===== src/hw/rtl/assert_macros.svh =====
// Assertion helpers for the RTL, included by number_literal_to_word.
`ifndef ASSERT_MACROS_SVH
`define ASSERT_MACROS_SVH

// Same-cycle implication, checked on the rising clock edge outside reset.
`define ASSERT_IMPLY(label, clk, rst, ante, cons) \
   label: assert property (@(posedge clk) disable iff (rst) (ante) |-> (cons)) \
      else $error("implication check failed");

// Next-cycle implication, checked on the rising clock edge outside reset.
`define ASSERT_NEXT(label, clk, rst, ante, cons) \
   label: assert property (@(posedge clk) disable iff (rst) (ante) |=> (cons)) \
      else $error("next-cycle check failed");

`endif


===== src/hw/rtl/nlw_pkg.sv =====
package nlw_pkg;

   // Character codes
   localparam logic [7:0] CHAR_ZERO  = 8'h30;
   localparam logic [7:0] CHAR_NINE  = 8'h39;
   localparam logic [7:0] CHAR_MINUS = 8'h2D;
   localparam logic [7:0] CHAR_X     = 8'h78;
   localparam logic [7:0] CHAR_LOW_A = 8'h61;
   localparam logic [7:0] CHAR_LOW_F = 8'h66;
   localparam logic [7:0] CHAR_UP_A  = 8'h41;
   localparam logic [7:0] CHAR_UP_F  = 8'h46;

   // Offsets from character code to digit value
   localparam logic [7:0] DEC_OFFSET   = 8'd48;
   localparam logic [7:0] LOWER_OFFSET = 8'd87;
   localparam logic [7:0] UPPER_OFFSET = 8'd55;

   // Widths and limits
   localparam int unsigned MAG_W  = 17;
   localparam int unsigned WORD_W = 16;
   localparam int unsigned PROD_W = MAG_W + 5;
   localparam logic [MAG_W-1:0] MAG_CAP      = 17'h1FFFF;
   localparam logic [MAG_W-1:0] MAX_POSITIVE = 17'd65535;
   localparam logic [MAG_W-1:0] MAX_NEG_MAG  = 17'd32768;

   // Character position
   localparam logic [1:0] POS_FIRST  = 2'd0;
   localparam logic [1:0] POS_SECOND = 2'd1;
   localparam logic [1:0] POS_THIRD  = 2'd2;
   localparam logic [1:0] POS_LATER  = 2'd3;

   // Result status codes
   localparam logic [1:0] ST_ACCEPTED = 2'd0;
   localparam logic [1:0] ST_RANGE    = 2'd1;
   localparam logic [1:0] ST_UNKNOWN  = 2'd2;

   typedef struct packed {
      logic       valid;
      logic [3:0] value;
   } digit_type;

   // Digit value of a character in decimal or hex
   function automatic digit_type digit_of(input logic [7:0] c, input logic hex);
      digit_type d;
      logic [7:0] diff;
      d    = '0;
      diff = '0;
      if (c >= CHAR_ZERO && c <= CHAR_NINE) begin
         diff = c - DEC_OFFSET;
         d.valid = 1'b1;
      end else if (hex && c >= CHAR_LOW_A && c <= CHAR_LOW_F) begin
         diff = c - LOWER_OFFSET;
         d.valid = 1'b1;
      end else if (hex && c >= CHAR_UP_A && c <= CHAR_UP_F) begin
         diff = c - UPPER_OFFSET;
         d.valid = 1'b1;
      end
      d.value = diff[3:0];
      return d;
   endfunction

endpackage


===== src/hw/rtl/number_literal_to_word.sv =====
// Number literal to word: takes the characters of one token, one request per
// cycle with req_last_char marking the final one, and returns one result per
// token: the 16-bit word for a decimal or 0x-prefixed hex literal with optional
// minus sign, plus a status (accepted, out of range, unknown). The digit
// accumulate (multiply by 10 or 16, add) sits between the parse state registers
// and is updated on every accepted request. The result appears in the output
// register the cycle after the last character is accepted. While a result sits
// in the output register and rsp_ready is low, req_ready is low and no
// character is taken; when the result is taken in a cycle, a new request is
// accepted in that same cycle, so with rsp_ready held high one character is
// accepted every cycle.
`include "assert_macros.svh"

module number_literal_to_word (
   input  logic                          clock,
   input  logic                          reset,
   input  logic                          req_valid,
   output logic                          req_ready,
   input  logic [7:0]                    req_char_code,
   input  logic                          req_last_char,
   output logic                          rsp_valid,
   input  logic                          rsp_ready,
   output logic [nlw_pkg::WORD_W-1:0]    rsp_word_value,
   output logic [1:0]                    rsp_status
);
   import nlw_pkg::*;

   logic [1:0]        pos_ff, pos_in;
   logic              first_zero_ff, first_zero_in;
   logic              hex_ff, hex_in;
   logic              neg_ff, neg_in;
   logic [MAG_W-1:0]  mag_ff, mag_in;
   logic              bad_ff, bad_in;
   logic              ovf_ff, ovf_in;

   logic              rsp_valid_ff, rsp_valid_in;
   logic [WORD_W-1:0] word_ff, word_in;
   logic [1:0]        status_ff, status_in;

   logic              accept;
   logic              take;
   digit_type         digit;
   logic [PROD_W-1:0] prod;
   logic [MAG_W-1:0]  neg_mag;

   // Accept while the output register is empty or being drained
   assign req_ready = !rsp_valid_ff || rsp_ready;
   assign accept    = req_valid && req_ready;

   // Parse one character
   always_comb begin
      first_zero_in = first_zero_ff;
      hex_in        = hex_ff;
      neg_in        = neg_ff;
      mag_in        = mag_ff;
      bad_in        = bad_ff;
      ovf_in        = ovf_ff;
      take          = 1'b1;
      digit         = digit_of(req_char_code, hex_ff);
      if (hex_ff) begin
         prod = {1'b0, mag_ff, 4'b0000} + {{(PROD_W-4){1'b0}}, digit.value};
      end else begin
         prod = {2'b00, mag_ff, 3'b000} + {4'b0000, mag_ff, 1'b0}
              + {{(PROD_W-4){1'b0}}, digit.value};
      end

      if (pos_ff == POS_FIRST) begin
         first_zero_in = (req_char_code == CHAR_ZERO);
         if (req_char_code == CHAR_MINUS) begin
            neg_in = 1'b1;
            take   = 1'b0;
         end
      end else if (pos_ff == POS_SECOND && first_zero_ff && req_char_code == CHAR_X) begin
         hex_in = 1'b1;
         take   = 1'b0;
      end else if (pos_ff == POS_THIRD && hex_ff && req_char_code == CHAR_MINUS) begin
         neg_in = 1'b1;
         take   = 1'b0;
      end

      // Accumulate the digit, flag an invalid one, cap on overflow
      if (take) begin
         if (!digit.valid) begin
            bad_in = 1'b1;
         end else if (prod > {{(PROD_W-MAG_W){1'b0}}, MAG_CAP}) begin
            ovf_in = 1'b1;
            mag_in = MAG_CAP;
         end else begin
            mag_in = prod[MAG_W-1:0];
         end
      end

      pos_in = (pos_ff == POS_LATER) ? POS_LATER : pos_ff + 2'd1;
   end

   // Form the result from the updated parse state
   always_comb begin
      word_in = '0;
      neg_mag = '0 - mag_in;
      if (bad_in || mag_in == '0) begin
         status_in = first_zero_in ? ST_ACCEPTED : ST_UNKNOWN;
      end else if (ovf_in || (neg_in ? (mag_in > MAX_NEG_MAG) : (mag_in > MAX_POSITIVE))) begin
         status_in = ST_RANGE;
      end else begin
         status_in = ST_ACCEPTED;
         word_in   = neg_in ? neg_mag[WORD_W-1:0] : mag_in[WORD_W-1:0];
      end
   end

   assign rsp_valid_in = (accept && req_last_char) || (rsp_valid_ff && !rsp_ready);

   // Advance parse state; clear it on reset and after the last character
   always_ff @(posedge clock) begin
      if (reset || (accept && req_last_char)) begin
         pos_ff        <= POS_FIRST;
         first_zero_ff <= 1'b0;
         hex_ff        <= 1'b0;
         neg_ff        <= 1'b0;
         mag_ff        <= '0;
         bad_ff        <= 1'b0;
         ovf_ff        <= 1'b0;
      end else if (accept) begin
         pos_ff        <= pos_in;
         first_zero_ff <= first_zero_in;
         hex_ff        <= hex_in;
         neg_ff        <= neg_in;
         mag_ff        <= mag_in;
         bad_ff        <= bad_in;
         ovf_ff        <= ovf_in;
      end
   end

   // Hold the result until taken
   always_ff @(posedge clock) begin
      if (reset) begin
         rsp_valid_ff <= 1'b0;
      end else begin
         rsp_valid_ff <= rsp_valid_in;
      end
   end

   always_ff @(posedge clock) begin
      if (accept && req_last_char) begin
         word_ff   <= word_in;
         status_ff <= status_in;
      end
   end

   assign rsp_valid      = rsp_valid_ff;
   assign rsp_word_value = word_ff;
   assign rsp_status     = status_ff;

   `ASSERT_IMPLY(a_word_zero_unless_ok, clock, reset,
      rsp_valid_ff && status_ff != ST_ACCEPTED, word_ff == '0)
   `ASSERT_NEXT(a_last_clears, clock, reset,
      accept && req_last_char, rsp_valid_ff && pos_ff == POS_FIRST && mag_ff == '0)
   `ASSERT_IMPLY(a_ovf_capped, clock, reset, ovf_ff, mag_ff == MAG_CAP)
   `ASSERT_IMPLY(a_hex_needs_zero, clock, reset, hex_ff, first_zero_ff)

endmodule

===== config.mk =====
export PLATFORM = sky130hd
export DESIGN_NAME = number_literal_to_word
export DESIGN_NICKNAME = d
export VERILOG_FILES = /design/src/hw/rtl/nlw_pkg.sv /design/src/hw/rtl/number_literal_to_word.sv
export VERILOG_INCLUDE_DIRS = /design/src /design/src/hw/rtl
export SDC_FILE = /design/constraint.sdc
export NUM_CORES = 1
export LEC_CHECK = 0
export BUFFER_PORTS_ARGS = -buffer_cell sky130_fd_sc_hd__buf_2
export CORE_ASPECT_RATIO = 1.75
export CORE_MARGIN = 3
export CORE_UTILIZATION = 66
export DETAILED_ROUTE_END_ITERATION = 8
export PLACE_DENSITY = 0.92
export SYNTH_ARGS = -nofsm -noshare
export SYNTH_HDL_FRONTEND = slang
export SYNTH_SLANG_ARGS = --single-unit

===== constraint.sdc =====
create_clock -name clock -period 12.75 [get_ports clock]
set_clock_uncertainty 0.05 [all_clocks]
set_input_delay 1.9125 -clock clock [delete_from_list [all_inputs] [get_ports clock]]
set_output_delay 1.9125 -clock clock [all_outputs]
set_load 0.03 [all_outputs]

After elaboration in Yosys (flattened, before gate mapping). Index checks and enable logic that the tools add are counted.

Flip-flop bits (word level): 43. Bits in latches: 0. RAM bits: 0. Bits in read-only memories: 0. Bits of input ports: 13. Output and inout port bits: 20. Word-level logic and storage cells: 87. Memories: 0.

Add/subtract/negate cells: 8. $mul: 0. Divide/modulo/power cells: 0. $lt $le $gt $ge: 9. Eq/ne operators: 6. Shift-type cells: 0. Multiplexer cells: 30. Bitwise gates (word level): 1. Reduce and logical (&&, ||, !) cells: 23.

Operators with widths (count): $mux 17 (3); $add 21x4->22 (2); $gt 17x16->1 const B (2); $gt 22x17->1 const B (1); $mux 22 (1); $add 20x18->21 (1); $mux 1 (19); $logic_not 17->1 (1); $eq 8x6->1 const B (2); $ge 8x7->1 const B (2); $le 8x7->1 const B (2); $mux 16 (1); $sub 1x16->16 const A (1); $logic_and 1x1->1 (12); $mux 4 (3); $eq 8x7->1 const B (1); $ge 8x6->1 const B (1); $le 8x6->1 const B (1); $sub 4x3->4 const B (2); $mux 2 (3); $logic_or 1x1->1 (5); $eq 2x2->1 const B (2); $sub 4x1->4 const B (1); $reduce_and 3->1 (1); other kinds (6) (7).

Depth between registers and ports, before layout.
Depth after elaboration: 17. Gate-level depth with buffers: 24. Mapped depth without buffers: 22.

Worst setup path after synthesis. OpenSTA, ideal clock, no wires.

Path type: input -> register. Start: input req_char_code[1]. End: register word_ff[2], in the netlist rsp_word_value[2], data pin. Setup time: 0.256 ns. Arrival: 6.345 ns. Data required time: 12.444 ns. Setup slack: 6.098 ns. Cell stages on the path: 24. Path buffers: 2. Path through: inv_1 > ha_1 > o21bai_1 > a2111oi_4 > o21a_1 > o211ai_1 > ha_1 > ha_1 > fa_1 > nand3_1 > a21oi_1 > nor3_1 > o41ai_1 > xor2_1 > o31ai_4 > buf_2 > and2_1 > inv_1 > ha_1 > a211oi_1 > a311oi_1 > nand3b_4 > buf_6 > nor2_2.

Cells in the longest elaborated chain, start to end: 16.

RTL lines: start: declaration (line number_literal_to_word.sv:19) `input logic [7:0] req_char_code,`; $ge 8x7->1 (line nlw_pkg.sv:54) `end else if (hex && c >= CHAR_UP_A && c <= CHAR_UP_F) begin`; $logic_and 1x1->1 (2 in series) (line nlw_pkg.sv:54); $mux 4 (line nlw_pkg.sv:54); $mux 4 (line nlw_pkg.sv:51) `end else if (hex && c >= CHAR_LOW_A && c <= CHAR_LOW_F) begin`; $mux 4 (line nlw_pkg.sv:48) `if (c >= CHAR_ZERO && c <= CHAR_NINE) begin`; $add 21x4->22, on equally long branches (line number_literal_to_word.sv:64, number_literal_to_word.sv:61); $mux 22 (line number_literal_to_word.sv:60) `if (hex_ff) begin`; $gt 22x17->1 (line number_literal_to_word.sv:85) `end else if (prod > {{(PROD_W-MAG_W){1'b0}}, MAG_CAP}) begin`; $mux 17 (line number_literal_to_word.sv:85); $mux 17 (line number_literal_to_word.sv:83) `if (!digit.valid) begin`; $mux 17 (line number_literal_to_word.sv:82) `if (take) begin`; $gt 17x16->1 (line number_literal_to_word.sv:102) `end else if (ovf_in || (neg_in ? (mag_in > MAX_NEG_MAG) : (mag_in > MAX_POSITIVE))) begin`; $mux 1 (line number_literal_to_word.sv:102); $logic_or 1x1->1 (line number_literal_to_word.sv:102); $reduce_or 2->1 (no line); end signal: assignment (line number_literal_to_word.sv:144) `word_ff <= word_in;`; end: declaration (line number_literal_to_word.sv:37) `logic [WORD_W-1:0] word_ff, word_in;`.

Several ways; a longest one is shown, not always the timed one. A chain may end at the register's enable or synchronous reset.

Worst setup path in the final report.
Start: input req_char_code[0]. End: register word_ff[15], in the netlist rsp_word_value[15], data pin.

Same word-level chain as after synthesis.

==> flow_summary.json <==
{
  "dr_total_vias": 4101,
  "synthDistinctLibCells": 75,
  "cp-end-kind": "flop",
  "ir_worst_vdd_mv": 0.0401,
  "ys_seq_area_frac": 0.251,
  "wl_per_cell_um": 18.9,
  "setup_viol": 0,
  "final_cell_mix": "a21oi_1 (51), nor2_1 (51), nand2_1 (50), ha_1 (38), buf_2 (32)",
  "r2r_setup_slack_ns": 6.74,
  "grt_overflow": 0,
  "cts_buffer_depth": 2,
  "detail-route-antenna-nets": 0,
  "slew_headroom": 0.375,
  "dieWidth_um": 65.9,
  "cts_buffers": 5,
  "grt_pass1_vias": 3915,
  "cts_hold_buf": 0,
  "power_density_nw_per_um2": 70.7,
  "crit_type": "primary input to flop",
  "leakagePower_uw": 0.00177,
  "drtIter0Drc": 440,
  "pin_count": 33,
  "grt_antenna_before_repair": 0,
  "vias_per_cell": 6.78,
  "diodes": 0,
  "regToRegEndpoint": "rsp_word_value[15]$_SDFFCE_PP0P_",
  "p_seq_frac": 0.497,
  "power_frac_comb": 0.206,
  "cts_resized": 0,
  "synth_cells": 519,
  "power_frac_clock": 0.298,
  "numPortBuffers": 32,
  "yosysTopAreaCell": "edfxtp_1",
  "post_cts_buffers": 0,
  "clk_pin_slew_ns": 0.09,
  "ys_ff_latch": 43,
  "die_y_um": 111,
  "cts-root-buf": "clkbuf_8",
  "drc": 0,
  "ys_top_cells_by_area": "edfxtp_1 (13%), dfxtp_1 (12%), ha_1 (11%), a21oi_1 (6.2%), nor2_1 (4.6%)",
  "async_flop_share": 0,
  "fin_nets": 579,
  "fin_hold_ws_ns": 0.448,
  "min_path_type": "flop to flop",
  "synth-edff-count": 18,
  "drive_above_1_share": 0.137,
  "syn-mean-instance-area_sq_um": 7.98,
  "status": "finished, final reports clean",
  "cts.sinks": 43,
  "grt_pass1_wl_mm": 18.4,
  "yosys_warnings": 0,
  "std_cell_rows": 37,
  "final.period_utilization": 0.598,
  "worst_pin_slew_ns": 0.937,
  "yosysTopAreaCellShare": 0.130,
  "cp-start-kind": "primary input",
  "clk_latency_ns": 0.31,
  "wl_mm": 11.5,
  "synthFlopType": "dfxtp_1",
  "reg2regPathDepth": 21,
  "power.internal_uw": 208,
  "r2r-start": "hex_ff$_SDFFE_PP0P_",
  "cp-startpoint": "req_char_code[0]",
  "finalMaxSlewViolations": 0,
  "period_minus_slack_ns": 7.63,
  "fmax_ghz": 0.131,
  "worstPathArrival_ns": 7.73,
  "cts_tree": "done",
  "die_area_sq_um": 7300,
  "hpwl_mm": 8.87,
  "gp_congestion": 1.03,
  "rsz0062_at_grt": "no",
  "grt_start_max_net_pins": 41,
  "drtPass1Iterations": 7,
  "cp-endpoint": "rsp_word_value[15]$_SDFFCE_PP0P_",
  "grt_usage": 0.317,
  "synthesis.nets": 572,
  "power_switching_uw": 99.3,
  "hold_viol": 0,
  "finalSetupTns_ns": 0,
  "start_util": 0.694,
  "critPathRequiredTime_ns": 12.86,
  "syn_to_final_growth_pct": 4.74,
  "htree_num_levels": 2,
  "critPathMaxFanout": 16,
  "swShare": 0.323,
  "maxCapViolations": 0,
  "coreArea_sq_um": 5970,
  "syn_area_sq_um": 4140
}
-- cells in the mapped netlist (all sizes together), types with 3 or more instances --
| library cell | count |
|---|---|
| a211oi | 9 |
| a21o | 9 |
| a21oi | 52 |
| a22o | 3 |
| a31oi | 9 |
| and2 | 5 |
| and3 | 5 |
| buf | 10 |
| clkbuf | 24 |
| dfxtp | 25 |
| edfxtp | 18 |
| ha | 38 |
| inv | 17 |
| mux2 | 3 |
| mux2i | 5 |
| nand2 | 50 |
| nand2b | 6 |
| nand3 | 18 |
| nand3b | 3 |
| nand4 | 12 |
| nor2 | 61 |
| nor2b | 4 |
| nor3 | 9 |
| nor3b | 3 |
| nor4 | 8 |
| o211ai | 6 |
| o21a | 3 |
| o21ai | 28 |
| o21bai | 3 |
| o22ai | 5 |
| o31ai | 6 |
| or2 | 4 |
| or3 | 3 |
| or4 | 3 |
| xnor2 | 10 |
| xor2 | 12 |
-- cell type report --
| class | count | area (sq um) |
|---|---|---|
| well taps | 78 | 97.6 |
| repair buffers | 34 | 175 |
| clock inverters | 3 | 23.8 |
| multi-input cells | 425 | 2870 |
| inverters | 17 | 63.8 |
| clock buffers | 5 | 68.8 |
| fillers | 431 | 1630 |
| flip-flops and latches | 43 | 1040 |
-- layer usage --
metal  vias up  part of all wire  global-route usage
li1       1933                 -                   -
met1      1913              0.36               0.337
met2       198              0.52               0.581
met3        57             0.048              0.0193
met4         0             0.066               0.193
met5         -                 0                   0
-- metrics by stage --
| step | area, sq um | instances | worst slack (ns) | util | power [uW] |
|---|---|---|---|---|---|
| finish | 4340 | 605 | 5.12 | 0.727 | 307 |
| global route | 4340 | 605 | 4.82 | 0.727 | 318 |
| CTS | 4340 | 605 | 5.23 | 0.727 | 304 |
| detailed placement | 4250 | 597 | 4.94 | 0.711 | 217 |
| global placement | 4250 | 597 | 5.27 | 0.711 | 215 |
| floorplan | 4140 | 519 | 6.10 | - | 201 |
-- cell families after synthesis --
family,count (synthesis),synth area share
buf+inv,51,0.0562
compound gates,156,0.251
simple gates,199,0.251
mux,8,0.0202
fa+ha+maj,40,0.124
flops,43,0.251
xor+xnor,22,0.0465
-- power groups by stage --
stage	logic (uW)	clock network [uW]	registers (uW)
2_1_floorplan	42.6	0	159
3_3_place_gp	59.6	0	155
3_5_place_dp	62.0	0	155
4_1_cts	62.2	89.5	152
5_1_grt	68.3	96.7	153
6_report	63.2	91.3	152
-- state kept, by name, indices dropped and copies added (netlist names) --
signal	flops
pos_ff	2
mag_ff	17
neg_ff	1
ovf_ff	1
hex_ff	1
first_zero_ff	1
rsp_word_value	16
rsp_valid	1
bad_ff	1
rsp_status	2
-- how the worst min path moves through the flow --
stage / start / to / slack [ns] / depth (start not counted)
3_5_place_dp: ovf_ff$_SDFFE_PP0P_ / ovf_ff$_SDFFE_PP0P_ / 0.43 / 2
4_1_cts: neg_ff$_SDFFE_PP0P_ / neg_ff$_SDFFE_PP0P_ / 0.45 / 2
5_1_grt: neg_ff$_SDFFE_PP0P_ / neg_ff$_SDFFE_PP0P_ / 0.49 / 2
2_1_floorplan: ovf_ff$_SDFFE_PP0P_ / ovf_ff$_SDFFE_PP0P_ / 0.39 / 2
3_3_place_gp: ovf_ff$_SDFFE_PP0P_ / ovf_ff$_SDFFE_PP0P_ / 0.40 / 2
6_report: bad_ff$_SDFFE_PP0P_ / bad_ff$_SDFFE_PP0P_ / 0.45 / 2
-- critical path, cell delays in order --
cell and delay, ns:
buf_2 0.13, inv_1 0.11, ha_1 0.19, o21bai_1 0.12, a2111oi_4 0.60, o21a_1 0.23, o211ai_1 0.09, ha_1 0.30
ha_1 0.24, fa_1 0.43, nand3_1 0.14, a21oi_1 0.09, nor3_1 0.32, o41ai_1 0.17, xor2_1 0.36, nor3_2 0.11
o21ai_1 0.60, o22a_1 0.29, ha_1 0.18, a211oi_1 0.04, a311oi_1 0.54, nand3b_4 0.29, a21oi_1 0.21
Note: power is estimated with default switching activity, not from simulation.
